File: src/hw/rtl/rtm_pkg.sv
// rtm_pkg: shared types and constants of the rectangle track matcher
// used by every file of the block, no dependencies
`default_nettype none

package rtm_pkg;

  // defaults of the top level parameters
  localparam int MAX_RECTS_DEF  = 16;
  localparam int COORD_BITS_DEF = 12;

  // command queue between front and back
  localparam int QUEUE_DEPTH = 4;

  // fixed widths of configuration and result fields
  localparam int CFG_W       = 13;
  localparam int CFG_IDX_W   = 1;
  localparam int LIM_W       = 2 * CFG_W;
  localparam int INDEX_OUT_W = 4;
  localparam int SCORE_OUT_W = 14;

  localparam logic [CFG_W-1:0] WIDTH_RST  = 13'd640;
  localparam logic [CFG_W-1:0] HEIGHT_RST = 13'd480;

  // register indexes of the configuration port
  localparam logic [CFG_IDX_W-1:0] CFG_IMAGE_WIDTH  = 1'b0;
  localparam logic [CFG_IDX_W-1:0] CFG_IMAGE_HEIGHT = 1'b1;

  typedef enum logic {
    CMD_LOAD      = 1'b0,
    CMD_FRAME_END = 1'b1
  } cmd_e;

  typedef enum logic [1:0] {
    ST_IDLE,
    ST_SCAN,
    ST_EMIT,
    ST_COMMIT
  } state_e;

  typedef struct packed {
    logic                   has_previous;
    logic [INDEX_OUT_W-1:0] prev_index;
    logic                   matched;
    logic [INDEX_OUT_W-1:0] match_index;
    logic [SCORE_OUT_W-1:0] match_score;
    logic                   load_overflow;
    logic                   last;
  } result_t;

endpackage

`default_nettype wire

File: src/hw/rtl/rtm_front.sv
// rtm_front: input stage, decodes the command and pushes it to the queue
// depends on rtm_pkg
`default_nettype none

module rtm_front #(
  parameter int COORD_BITS = rtm_pkg::COORD_BITS_DEF,
  localparam int EntryW    = 1 + 4 * COORD_BITS
) (
  input  wire logic                  clk_i,
  input  wire logic                  rst_ni,
  input  wire logic                  in_valid_i,
  output logic                       in_stall_o,
  input  wire logic                  func_i,
  input  wire logic [COORD_BITS-1:0] left_x_i,
  input  wire logic [COORD_BITS-1:0] top_y_i,
  input  wire logic [COORD_BITS-1:0] right_x_i,
  input  wire logic [COORD_BITS-1:0] bottom_y_i,
  output logic                       push_o,
  output logic [EntryW-1:0]          push_data_o,
  input  wire logic                  full_i
);

  logic              hold_v_q;
  logic [EntryW-1:0] hold_q;
  logic              accept;
  rtm_pkg::cmd_e     cmd;

  assign push_o      = hold_v_q && !full_i;
  assign in_stall_o  = hold_v_q && full_i;
  assign accept      = in_valid_i && !in_stall_o;
  assign push_data_o = hold_q;

  // any nonzero func ends the frame
  assign cmd = func_i ? rtm_pkg::CMD_FRAME_END : rtm_pkg::CMD_LOAD;

  always_ff @(posedge clk_i or negedge rst_ni) begin
    if (!rst_ni) begin
      hold_v_q <= 1'b0;
    end else if (accept) begin
      hold_v_q <= 1'b1;
    end else if (push_o) begin
      hold_v_q <= 1'b0;
    end
  end

  always_ff @(posedge clk_i) begin
    if (accept) begin
      hold_q <= {cmd, left_x_i, top_y_i, right_x_i, bottom_y_i};
    end
  end

endmodule

`default_nettype wire

File: src/hw/rtl/rtm_queue.sv
// rtm_queue: short fifo of decoded commands between front and back
// depends on rtm_pkg for its default width and depth
`default_nettype none

module rtm_queue #(
  parameter int W     = 1 + 4 * rtm_pkg::COORD_BITS_DEF,
  parameter int DEPTH = rtm_pkg::QUEUE_DEPTH,
  localparam int PtrW = (DEPTH > 1) ? $clog2(DEPTH) : 1,
  localparam int CntW = $clog2(DEPTH + 1)
) (
  input  wire logic         clk_i,
  input  wire logic         rst_ni,
  input  wire logic         push_i,
  input  wire logic [W-1:0] data_i,
  output logic              full_o,
  input  wire logic         pop_i,
  output logic              avail_o,
  output logic [W-1:0]      data_o
);

  logic [W-1:0]    slot_q [DEPTH];
  logic [PtrW-1:0] wr_ptr_q;
  logic [PtrW-1:0] rd_ptr_q;
  logic [CntW-1:0] count_q;
  logic            do_push;
  logic            do_pop;

  assign full_o  = (count_q == CntW'(DEPTH));
  assign avail_o = (count_q != '0);
  assign do_push = push_i && !full_o;
  assign do_pop  = pop_i && avail_o;
  assign data_o  = slot_q[rd_ptr_q];

  always_ff @(posedge clk_i or negedge rst_ni) begin
    if (!rst_ni) begin
      wr_ptr_q <= '0;
      rd_ptr_q <= '0;
      count_q  <= '0;
    end else begin
      if (do_push) begin
        wr_ptr_q <= (wr_ptr_q == PtrW'(DEPTH - 1)) ? '0 : wr_ptr_q + PtrW'(1);
      end
      if (do_pop) begin
        rd_ptr_q <= (rd_ptr_q == PtrW'(DEPTH - 1)) ? '0 : rd_ptr_q + PtrW'(1);
      end
      if (do_push && !do_pop) begin
        count_q <= count_q + CntW'(1);
      end else if (do_pop && !do_push) begin
        count_q <= count_q - CntW'(1);
      end
    end
  end

  always_ff @(posedge clk_i) begin
    if (do_push) begin
      slot_q[wr_ptr_q] <= data_i;
    end
  end

endmodule

`default_nettype wire

File: src/hw/rtl/rtm_back.sv
// rtm_back: rectangle stores, pairing sequencer and result register
// depends on rtm_pkg; takes commands from rtm_queue
`default_nettype none

module rtm_back #(
  parameter int MAX_RECTS  = rtm_pkg::MAX_RECTS_DEF,
  parameter int COORD_BITS = rtm_pkg::COORD_BITS_DEF,
  localparam int EntryW    = 1 + 4 * COORD_BITS
) (
  input  wire logic                      clk_i,
  input  wire logic                      rst_ni,
  input  wire logic                      avail_i,
  input  wire logic [EntryW-1:0]         cmd_data_i,
  output logic                           pop_o,
  input  wire logic [rtm_pkg::LIM_W-1:0] limit_i,
  output logic                           out_valid_o,
  input  wire logic                      out_stall_i,
  output rtm_pkg::result_t               out_res_o
);

  localparam int C     = COORD_BITS;
  localparam int RectW = 4 * C;
  localparam int IdxW  = (MAX_RECTS > 1) ? $clog2(MAX_RECTS) : 1;
  localparam int CntW  = $clog2(MAX_RECTS + 1);
  localparam int SgnW  = C + 3;
  localparam int ScW   = C + 2;
  localparam int LimW  = rtm_pkg::LIM_W;

  rtm_pkg::state_e state_q, state_d;

  // two banks, pb_q selects the one holding the previous frame
  logic [RectW-1:0] bank0_q [MAX_RECTS];
  logic [RectW-1:0] bank1_q [MAX_RECTS];
  logic [RectW-1:0] rd0_q, rd1_q;
  logic             pb_q;

  logic [CntW-1:0] prev_count_q, cur_count_q;
  logic            ovf_q;
  logic [CntW-1:0] i_q, j_q;
  logic [LimW-1:0] best_q;
  logic            found_q;
  logic [IdxW-1:0] best_j_q;

  logic            b_v_q;
  logic [IdxW-1:0] b_j_q;
  logic            c_v_q, c_hit_q;
  logic [ScW-1:0]  c_s_q;
  logic [IdxW-1:0] c_j_q;

  logic              out_valid_q;
  rtm_pkg::result_t  out_res_q, res;

  // control decode
  rtm_pkg::cmd_e   head_cmd;
  logic            is_load, is_end, cur_full, wr_en;
  logic            issue, scan_done, out_free, emit, last_res, commit;
  logic [IdxW-1:0] i_idx, j_idx, addr0, addr1, wr_idx;
  logic [RectW-1:0] wr_rect;

  // pair datapath
  logic [RectW-1:0]      prv, cur;
  logic [C-1:0]          p_x0, p_y0, p_x1, p_y1, c_x0, c_y0, c_x1, c_y1;
  logic signed [SgnW-1:0] dxs, dys, sw, sh, dx, dy;
  logic [C-1:0]          a_x0, a_y0, a_x1, a_y1;
  logic                  hit;
  logic [ScW-1:0]        score;

  assign head_cmd = rtm_pkg::cmd_e'(cmd_data_i[EntryW-1]);
  assign wr_rect  = cmd_data_i[RectW-1:0];
  assign cur_full = (cur_count_q == CntW'(MAX_RECTS));
  assign i_idx    = i_q[IdxW-1:0];
  assign j_idx    = j_q[IdxW-1:0];
  assign wr_idx   = cur_count_q[IdxW-1:0];
  assign out_free = !out_valid_q || !out_stall_i;
  assign last_res = (prev_count_q == '0) || (CntW'(i_q + CntW'(1)) == prev_count_q);
  assign scan_done = (j_q == cur_count_q) && !b_v_q && !c_v_q;

  // next state
  always_comb begin
    state_d = state_q;
    unique case (state_q)
      rtm_pkg::ST_IDLE: begin
        if (avail_i && head_cmd == rtm_pkg::CMD_FRAME_END) begin
          state_d = (prev_count_q == '0) ? rtm_pkg::ST_EMIT : rtm_pkg::ST_SCAN;
        end
      end
      rtm_pkg::ST_SCAN: begin
        if (scan_done) begin
          state_d = rtm_pkg::ST_EMIT;
        end
      end
      rtm_pkg::ST_EMIT: begin
        if (out_free) begin
          state_d = last_res ? rtm_pkg::ST_COMMIT : rtm_pkg::ST_SCAN;
        end
      end
      rtm_pkg::ST_COMMIT: begin
        state_d = rtm_pkg::ST_IDLE;
      end
      default: state_d = rtm_pkg::ST_IDLE;
    endcase
  end

  // control outputs
  always_comb begin
    pop_o  = 1'b0;
    issue  = 1'b0;
    emit   = 1'b0;
    commit = 1'b0;
    unique case (state_q)
      rtm_pkg::ST_IDLE:   pop_o  = avail_i;
      rtm_pkg::ST_SCAN:   issue  = (j_q < cur_count_q);
      rtm_pkg::ST_EMIT:   emit   = out_free;
      rtm_pkg::ST_COMMIT: commit = 1'b1;
      default: ;
    endcase
  end

  assign is_load = pop_o && head_cmd == rtm_pkg::CMD_LOAD;
  assign is_end  = pop_o && head_cmd == rtm_pkg::CMD_FRAME_END;
  assign wr_en   = is_load && !cur_full;

  // bank holding the previous frame is read at i, the other at j
  assign addr0 = pb_q ? j_idx : i_idx;
  assign addr1 = pb_q ? i_idx : j_idx;

  always_ff @(posedge clk_i) begin
    if (wr_en && pb_q) begin
      bank0_q[wr_idx] <= wr_rect;
    end
    rd0_q <= bank0_q[addr0];
  end

  always_ff @(posedge clk_i) begin
    if (wr_en && !pb_q) begin
      bank1_q[wr_idx] <= wr_rect;
    end
    rd1_q <= bank1_q[addr1];
  end

  // overlap test and score of one pair
  assign prv  = pb_q ? rd1_q : rd0_q;
  assign cur  = pb_q ? rd0_q : rd1_q;
  assign p_x0 = prv[4*C-1 -: C];
  assign p_y0 = prv[3*C-1 -: C];
  assign p_x1 = prv[2*C-1 -: C];
  assign p_y1 = prv[C-1:0];
  assign c_x0 = cur[4*C-1 -: C];
  assign c_y0 = cur[3*C-1 -: C];
  assign c_x1 = cur[2*C-1 -: C];
  assign c_y1 = cur[C-1:0];

  assign dxs = $signed(SgnW'(p_x0)) + $signed(SgnW'(p_x1))
             - $signed(SgnW'(c_x0)) - $signed(SgnW'(c_x1));
  assign dys = $signed(SgnW'(p_y0)) + $signed(SgnW'(p_y1))
             - $signed(SgnW'(c_y0)) - $signed(SgnW'(c_y1));
  assign dx  = (dxs < 0) ? -dxs : dxs;
  assign dy  = (dys < 0) ? -dys : dys;
  // extents go negative when corners are swapped
  assign sw  = $signed(SgnW'(p_x1)) - $signed(SgnW'(p_x0))
             + $signed(SgnW'(c_x1)) - $signed(SgnW'(c_x0));
  assign sh  = $signed(SgnW'(p_y1)) - $signed(SgnW'(p_y0))
             + $signed(SgnW'(c_y1)) - $signed(SgnW'(c_y0));
  assign hit = (dx < sw) && (dy < sh);

  assign a_x0  = (c_x0 > p_x0) ? c_x0 - p_x0 : p_x0 - c_x0;
  assign a_y0  = (c_y0 > p_y0) ? c_y0 - p_y0 : p_y0 - c_y0;
  assign a_x1  = (c_x1 > p_x1) ? c_x1 - p_x1 : p_x1 - c_x1;
  assign a_y1  = (c_y1 > p_y1) ? c_y1 - p_y1 : p_y1 - c_y1;
  assign score = ScW'(a_x0) + ScW'(a_x1) + ScW'(a_y0) + ScW'(a_y1);

  // result of the current previous rectangle
  always_comb begin
    res               = '0;
    res.has_previous  = (prev_count_q != '0);
    res.prev_index    = rtm_pkg::INDEX_OUT_W'(i_q);
    res.matched       = found_q;
    res.match_index   = found_q ? rtm_pkg::INDEX_OUT_W'(best_j_q) : '0;
    res.match_score   = found_q ? rtm_pkg::SCORE_OUT_W'(best_q) : '0;
    res.load_overflow = ovf_q;
    res.last          = last_res;
  end

  always_ff @(posedge clk_i or negedge rst_ni) begin
    if (!rst_ni) begin
      state_q      <= rtm_pkg::ST_IDLE;
      pb_q         <= 1'b0;
      prev_count_q <= '0;
      cur_count_q  <= '0;
      ovf_q        <= 1'b0;
      b_v_q        <= 1'b0;
      c_v_q        <= 1'b0;
      out_valid_q  <= 1'b0;
    end else begin
      state_q <= state_d;
      b_v_q   <= issue;
      c_v_q   <= b_v_q;
      if (wr_en) begin
        cur_count_q <= cur_count_q + CntW'(1);
      end
      if (is_load && cur_full) begin
        ovf_q <= 1'b1;
      end
      if (commit) begin
        if (cur_count_q != '0) begin
          pb_q         <= !pb_q;
          prev_count_q <= cur_count_q;
        end
        cur_count_q <= '0;
        ovf_q       <= 1'b0;
      end
      if (emit) begin
        out_valid_q <= 1'b1;
      end else if (!out_stall_i) begin
        out_valid_q <= 1'b0;
      end
    end
  end

  always_ff @(posedge clk_i) begin
    b_j_q   <= j_idx;
    c_hit_q <= hit;
    c_s_q   <= score;
    c_j_q   <= b_j_q;
    if (is_end) begin
      i_q      <= '0;
      j_q      <= '0;
      best_q   <= limit_i;
      found_q  <= 1'b0;
      best_j_q <= '0;
    end else if (emit) begin
      i_q      <= i_q + CntW'(1);
      j_q      <= '0;
      best_q   <= limit_i;
      found_q  <= 1'b0;
      best_j_q <= '0;
    end else begin
      if (issue) begin
        j_q <= j_q + CntW'(1);
      end
      // strict compare keeps the lowest index among equal scores
      if (c_v_q && c_hit_q && best_q > LimW'(c_s_q)) begin
        best_q   <= LimW'(c_s_q);
        best_j_q <= c_j_q;
        found_q  <= 1'b1;
      end
    end
    if (emit) begin
      out_res_q <= res;
    end
  end

  assign out_valid_o = out_valid_q;
  assign out_res_o   = out_res_q;

endmodule

`default_nettype wire

File: src/hw/rtl/rect_track_matcher_top.sv
// rect_track_matcher_top: frame to frame association of bounding boxes
// Input channel (in_valid_i / in_stall_o): func_i=0 loads one rectangle of the
// current frame, func_i=1 ends the frame. Loads are taken one per cycle while
// the input does not stall; loads past MAX_RECTS are dropped and flagged.
// A frame end gives one result per previous rectangle on the output channel
// (out_valid_o / out_stall_i), last_o on the final one, or a single result
// with has_previous_o=0 when no previous set exists.
// Frame end sequence: the request is taken, then for each previous rectangle
// one pair per current rectangle goes through the compare pipeline each
// cycle, the pipeline drains and the result is handed off; last the banks
// are swapped when the current frame holds rectangles.
// Loads queue behind a frame end in a 4-entry command fifo plus the front holding
// register, and the input stalls once both fill.
// Config port (cfg_valid_i / cfg_ready_o) is always ready: index 0 image
// width, index 1 image height; write it only while the block is idle.
// Reset clears counts, flags and registers to 640 x 480; rectangle stores
// hold no reset value. A stalled result holds in the output register
// while the front keeps taking loads until the fifo and its holding register fill.
`default_nettype none

module rect_track_matcher_top #(
  parameter int MAX_RECTS  = rtm_pkg::MAX_RECTS_DEF,
  parameter int COORD_BITS = rtm_pkg::COORD_BITS_DEF
) (
  input  wire logic                              clk_i,
  input  wire logic                              rst_ni,
  input  wire logic                              cfg_valid_i,
  output logic                                   cfg_ready_o,
  input  wire logic [rtm_pkg::CFG_IDX_W-1:0]     cfg_index_i,
  input  wire logic [rtm_pkg::CFG_W-1:0]         cfg_data_i,
  input  wire logic                              in_valid_i,
  output logic                                   in_stall_o,
  input  wire logic                              func_i,
  input  wire logic [COORD_BITS-1:0]             left_x_i,
  input  wire logic [COORD_BITS-1:0]             top_y_i,
  input  wire logic [COORD_BITS-1:0]             right_x_i,
  input  wire logic [COORD_BITS-1:0]             bottom_y_i,
  output logic                                   out_valid_o,
  input  wire logic                              out_stall_i,
  output logic                                   has_previous_o,
  output logic [rtm_pkg::INDEX_OUT_W-1:0]        prev_index_o,
  output logic                                   matched_o,
  output logic [rtm_pkg::INDEX_OUT_W-1:0]        match_index_o,
  output logic [rtm_pkg::SCORE_OUT_W-1:0]        match_score_o,
  output logic                                   load_overflow_o,
  output logic                                   last_o
);

  localparam int EntryW = 1 + 4 * COORD_BITS;

  logic [rtm_pkg::CFG_W-1:0] width_q, width_d;
  logic [rtm_pkg::CFG_W-1:0] height_q, height_d;
  logic [rtm_pkg::LIM_W-1:0] limit_q;

  logic              push, full, pop, avail;
  logic [EntryW-1:0] push_data, head_data;
  rtm_pkg::result_t  res;

  assign cfg_ready_o = 1'b1;

  always_comb begin
    width_d  = width_q;
    height_d = height_q;
    if (cfg_valid_i) begin
      unique case (cfg_index_i)
        rtm_pkg::CFG_IMAGE_WIDTH:  width_d  = cfg_data_i;
        rtm_pkg::CFG_IMAGE_HEIGHT: height_d = cfg_data_i;
        default: ;
      endcase
    end
  end

  always_ff @(posedge clk_i or negedge rst_ni) begin
    if (!rst_ni) begin
      width_q  <= rtm_pkg::WIDTH_RST;
      height_q <= rtm_pkg::HEIGHT_RST;
    end else begin
      width_q  <= width_d;
      height_q <= height_d;
    end
  end

  // score limit, settles long before a frame end reaches the back
  always_ff @(posedge clk_i) begin
    limit_q <= rtm_pkg::LIM_W'(width_q) * rtm_pkg::LIM_W'(height_q);
  end

  rtm_front #(
    .COORD_BITS (COORD_BITS)
  ) u_front (
    .clk_i       (clk_i),
    .rst_ni      (rst_ni),
    .in_valid_i  (in_valid_i),
    .in_stall_o  (in_stall_o),
    .func_i      (func_i),
    .left_x_i    (left_x_i),
    .top_y_i     (top_y_i),
    .right_x_i   (right_x_i),
    .bottom_y_i  (bottom_y_i),
    .push_o      (push),
    .push_data_o (push_data),
    .full_i      (full)
  );

  rtm_queue #(
    .W     (EntryW),
    .DEPTH (rtm_pkg::QUEUE_DEPTH)
  ) u_queue (
    .clk_i   (clk_i),
    .rst_ni  (rst_ni),
    .push_i  (push),
    .data_i  (push_data),
    .full_o  (full),
    .pop_i   (pop),
    .avail_o (avail),
    .data_o  (head_data)
  );

  rtm_back #(
    .MAX_RECTS  (MAX_RECTS),
    .COORD_BITS (COORD_BITS)
  ) u_back (
    .clk_i       (clk_i),
    .rst_ni      (rst_ni),
    .avail_i     (avail),
    .cmd_data_i  (head_data),
    .pop_o       (pop),
    .limit_i     (limit_q),
    .out_valid_o (out_valid_o),
    .out_stall_i (out_stall_i),
    .out_res_o   (res)
  );

  assign has_previous_o  = res.has_previous;
  assign prev_index_o    = res.prev_index;
  assign matched_o       = res.matched;
  assign match_index_o   = res.match_index;
  assign match_score_o   = res.match_score;
  assign load_overflow_o = res.load_overflow;
  assign last_o          = res.last;

endmodule

`default_nettype wire

File: config.mk
export PLATFORM = sky130hd
export DESIGN_NAME = rect_track_matcher_top
export DESIGN_NICKNAME = d
export VERILOG_FILES = /design/src/hw/rtl/rtm_pkg.sv /design/src/hw/rtl/rtm_front.sv /design/src/hw/rtl/rtm_queue.sv /design/src/hw/rtl/rtm_back.sv /design/src/hw/rtl/rect_track_matcher_top.sv
export SDC_FILE = /design/constraint.sdc
export NUM_CORES = 2
export LEC_CHECK = 0
export BUFFER_PORTS_ARGS = -buffer_cell sky130_fd_sc_hd__buf_2
export CELL_PAD_IN_SITES_DETAIL_PLACEMENT = 2
export CELL_PAD_IN_SITES_GLOBAL_PLACEMENT = 2
export CORE_AREA = 2 2 426 428
export DETAILED_ROUTE_END_ITERATION = 12
export DIE_AREA = 0 0 428 430
export GPL_ROUTABILITY_DRIVEN = 1
export MAX_ROUTING_LAYER = met4
export PLACE_DENSITY_LB_ADDON = 0.08
export SLEW_MARGIN = 20
export SYNTH_ARGS = -nofsm -noshare
export SYNTH_HDL_FRONTEND = slang
export SYNTH_SLANG_ARGS = --single-unit
File: constraint.sdc
create_clock -name clk_i -period 14.3 [get_ports clk_i]
set_input_delay 2.86 -clock clk_i [delete_from_list [all_inputs] [get_ports clk_i]]
set_output_delay 2.86 -clock clk_i [all_outputs]
set_load 0.02 [all_outputs]
==> run_results.csv, run 1 <==
group,metric,value,unit
synthesis,postSynthCellCount,5699,
floorplanning,die_height,430,um
synthesis,synth-async-reset-ratio,0.0250,
floorplanning,io_pins,97,
status,haltStage,"detailed placement (3_5_place_dp)",
place,place_hpwl,220,mm
place,place_congestion,0.840,
synthesis,ys.flop_type,"edfxtp_1",
synthesis,syn_avg_cell_area,16.3,um^2
place,port_buffers,95,
synthesis,yosysWarnings,0,
floorplanning,dieWidth,428,um
synthesis,synth_edf_count,1833,
status,status,"did not finish",
synthesis,syn_area,92900,um^2
synthesis,yosysSeqAreaShare,0.641,
synthesis,synth.distinct_cells,82,
synthesis,synth-seq-cells,2044,
status,tool.error,"[ERROR DPL-0033] detailed placement checks failed during check placement.",
floorplanning,rows,156,
floorplanning,start_util,0.517,
-- cell families after synthesis --
family	share of synthesized area
compound gates	0.0484
fa+ha+maj	0.0896
xor+xnor	0.0190
simple gates	0.0506
other cells	0.0000808
mux	0.126
buf+inv	0.0258
flops	0.641
-- synth_stat cells (12+ instances only) --
cell type | instances | area, um^2
mux2i_1 | 143 | 1430
and3_1 | 20 | 125
a21o_1 | 62 | 465
nor3_1 | 42 | 210
and2_1 | 194 | 1210
mux2_2 | 42 | 473
xnor2_1 | 140 | 1230
nor2b_1 | 34 | 213
nor2_1 | 152 | 571
edfxtp_1 | 1833 | 55000
buf_2 | 53 | 265
ha_1 | 352 | 4400
o21ai_0 | 92 | 460
a31oi_1 | 108 | 676
buf_1 | 42 | 158
or3_1 | 12 | 75.1
o21bai_1 | 41 | 308
nand4_1 | 23 | 144
a21oi_1 | 159 | 796
dfrtp_1 | 45 | 1130
mux4_2 | 433 | 9750
clkbuf_1 | 137 | 514
xor2_1 | 61 | 534
fa_1 | 196 | 3920
nand2_1 | 410 | 1540
a211oi_1 | 111 | 833
o21a_1 | 20 | 150
nand3_1 | 37 | 185
nand2b_1 | 25 | 156
inv_1 | 382 | 1430
dfxtp_1 | 160 | 3200
-- stage by stage --
stage             cells  worst slack (ps)  hold WS, ps  cell area [um^2]
floorplan          5700              6880          310             92900
global placement   8011              5640          311             96400
==> inputs of run 2 (changes only) <==
--- a/config.mk
+++ b/config.mk
@@ -6,14 +6,11 @@
 export NUM_CORES = 2
 export LEC_CHECK = 0
 export BUFFER_PORTS_ARGS = -buffer_cell sky130_fd_sc_hd__buf_2
-export CELL_PAD_IN_SITES_DETAIL_PLACEMENT = 2
-export CELL_PAD_IN_SITES_GLOBAL_PLACEMENT = 2
-export CORE_AREA = 2 2 426 428
+export CORE_AREA = 2 2 505 507
 export DETAILED_ROUTE_END_ITERATION = 12
-export DIE_AREA = 0 0 428 430
+export DIE_AREA = 0 0 507 509
 export GPL_ROUTABILITY_DRIVEN = 1
-export MAX_ROUTING_LAYER = met4
-export PLACE_DENSITY_LB_ADDON = 0.08
+export PLACE_DENSITY_LB_ADDON = 0.15
 export SLEW_MARGIN = 20
 export SYNTH_ARGS = -nofsm -noshare
 export SYNTH_HDL_FRONTEND = slang
==> run 2 against run 1 <==
The run now ends clean. Area after synthesis did not move. Synthesized cell count did not move.
==> run_results.csv, run 2 <==
group,metric,value,unit
timing,setup_viol,0,
synthesis,yosysSeqAreaShare,0.641,
floorplanning,dieArea,258000,um^2
floorplanning,io_pins,97,
synthesis,ys.flop_type,"edfxtp_1",
critical_path,max_stage_delay,850,ps
critical_path,crit-reg2reg-launch,"u_back.pb_q",
synthesis,synth_edf_count,1833,
synthesis,synth.distinct_cells,82,
hold_path,min_path_type,"reg -> reg",
floorplanning,start_util,0.368,
synthesis,synthTopCellsByCount,"1,833 x edfxtp_1, 433 x mux4_2, 410 x nand2_1",
grt,grt_util_all_layers,0.190,
flow_run,cap_violations,0,
timing,max_slew_margin,0.236,
timing,worstMarginPinSlew,1140,ps
clock_network,cts_hold_buf,0,
timing,maxSlewViolCount,0,
critical_path,rr_endpoint,"u_back.c_hit_q",
timing,worst_slack,5750,ps
place,place_inst,9027,
timing,min_period_over_period,0.598,
synthesis,yosysWarnings,0,
synthesis,ys_top_cells_by_area,"edfxtp_1 59%, mux4_2 10%, ha_1 4.7%",
clock_network,clk_latency,890,ps
critical_path,endpoint,"u_back.c_hit_q",
place,port_buffers,95,
timing,clock-skew-final,105,ps
synthesis,syn_avg_cell_area,16.3,um^2
final_layout,nets,6492,
critical_path,crit_top_cell,"a21oi_1",
timing,fmax,117,MHz
clock_network,clk_pin_slew_worst_paths,60,ps
place,placedInstanceArea,97800,um^2
critical_path,crit_fanout,50,
place,place_ws,5720,ps
critical_path,arrival,9290,ps
critical_path,cp.depth,33,
critical_path,critPathKind,"reg -> reg",
synthesis,synth_area_leader_cell,"edfxtp_1",
critical_path,cpMaxStageDelayCell,"dfrtp_4",
grt,antenna_found_initial,18,
critical_path,r2r_cells,33,
synthesis,syn_area,92900,um^2
timing,period_minus_slack,8550,ps
synthesis,yosysMostFrequentCell,"edfxtp_1",
clock_network,ctsResizeCount,0,
synthesis,synth-async-reset-ratio,0.0250,
clock_network,numClockSinks,2044,
final_layout,final_cell_mix,"1,833 x edfxtp_1, 433 x mux4_2, 410 x nand2_1",
floorplanning,fp.coreArea,253000,um^2
critical_path,crit_buf_inv,3,
critical_path,crit_family,"compound AO/OA/AOI/OAI gates",
grt,gr-total-overflow,0,
grt,grt_max_degree,82,
place,place_congestion,0.854,
floorplanning,dieWidth,507,um
timing,hold_violations,0,
drt,wl_per_cell,26.0,um
clock_network,root_buffer,"clkbuf_16",
clock_network,cts_tree,"yes",
synthesis,synth-seq-cells,2044,
drt,antenna_left,0,
status,status,"finished, final reports clean",
drt,vias,49900,
drt,route.detailed.drc,0,
drt,wirelength,245,mm
clock_network,htreeDepth,4,
clock_network,numCtsBuffers,213,
final_layout,final_common_cell,"edfxtp_1",
timing,tns,0,ps
grt,grt_pass1_wl,359,mm
clock_network,post_cts_buffers,0,
synthesis,yosysTopAreaCellShare,0.593,
critical_path,crit_path_start_kind,"register",
drt,drtPass1Iterations,7,
final_layout,instances_no_fill,9436,
drt,via_per_inst,5.29,
clock_network,clockBufferDepth,3,
synthesis,postSynthCellCount,5699,
final_layout,area_growth,12.8,%
drt,drt-initial-drc-count,3896,
place,place_hpwl,156,mm
grt,grt_pass1_vias,51300,
critical_path,startpoint,"u_back.pb_q",
timing,rsz0062_at_grt,"no",
final_layout,design_area,105000,um^2
final_layout,drive_above_1_share,0.176,
floorplanning,rows,185,
floorplanning,die_height,509,um
critical_path,r2r_setup_slack,5750,ps
critical_path,crit_required,15040,ps
final_layout,largest_registers,"u_back.bank0_q x768, u_back.bank1_q x768, u_queue.slot_q x196",
critical_path,critPathCaptureType,"register",
[run 2: cell counts after synthesis]
Identical to the previous run, type by type.
[run 2: worst reg2reg max path, delay by kind of cell (launching register included)]
| family | cells | cell delay (ps) |
|---|---|---|
| buffers and inverters | 3 | 1580 |
| muxes | 1 | 320 |
| xor gates and xnor gates | 2 | 390 |
| DFF | 1 | 850 |
| AOI/OAI and AO/OA | 16 | 3020 |
| and+or+nand+nor | 7 | 860 |
| adders and majority gates | 4 | 1490 |
[run 2: final cells by class]
type,count,area [um^2]
inverters,382,1430
multi-input cells,3039,31300
repair buffers,196,1270
diodes,8,20.0
flip-flops and latches,2044,59500
clock buffers,285,5830
fillers,22900,148000
clock inverters,116,1140
well taps,3366,4210
[run 2: layer usage]
| metal | vias to the layer above | track usage | wire length, um |
|---|---|---|---|
| met5 | - | 0 | 0 |
| met4 | 0 | 0.0405 | 4780 |
| met3 | 287 | 0.0241 | 10700 |
| met2 | 1151 | 0.311 | 117000 |
| met1 | 26500 | 0.270 | 112000 |
| li1 | 22000 | - | - |
[run 2: cells by family (layout without fill, tap and decap cells)]
group                      Yosys count  count (layout)  share of synthesized area
muxes                              619             619                      0.126
and+or+nand+nor                    985             985                     0.0506
xor gates and xnor gates           201             201                     0.0190
buffers and inverters              617             979                     0.0258
DFF                               2044            2044                      0.641
other                                2              11                  0.0000808
AOI/OAI and AO/OA                  683             683                     0.0484
adders and majority gates          548             548                     0.0896
[run 2: how the worst min path moves through the flow]
stage                      endpoint             from  depth (start not counted)
finish              u_back.c_j_q[1]  u_back.b_j_q[1]                          0
global route        u_back.c_j_q[1]  u_back.b_j_q[1]                          0
CTS                 u_back.c_j_q[1]  u_back.b_j_q[1]                          0
detailed placement  u_back.c_j_q[1]  u_back.b_j_q[1]                          0
global placement    u_back.c_j_q[2]  u_back.b_j_q[2]                          0
floorplan           u_back.c_j_q[0]  u_back.b_j_q[0]                          0
[run 2: metrics by stage]
stage | util | hold slack, ps
after detailed placement | 0.387 | 312
final | 0.414 | 325
after global placement | 0.387 | 314
after global routing | 0.414 | 328
after CTS | 0.414 | 326
after floorplan | - | 310
Power of run 2 is left out: the tool's default activity adds up to more than one toggle a clock period on the data nets, which glitch-free logic cannot reach.
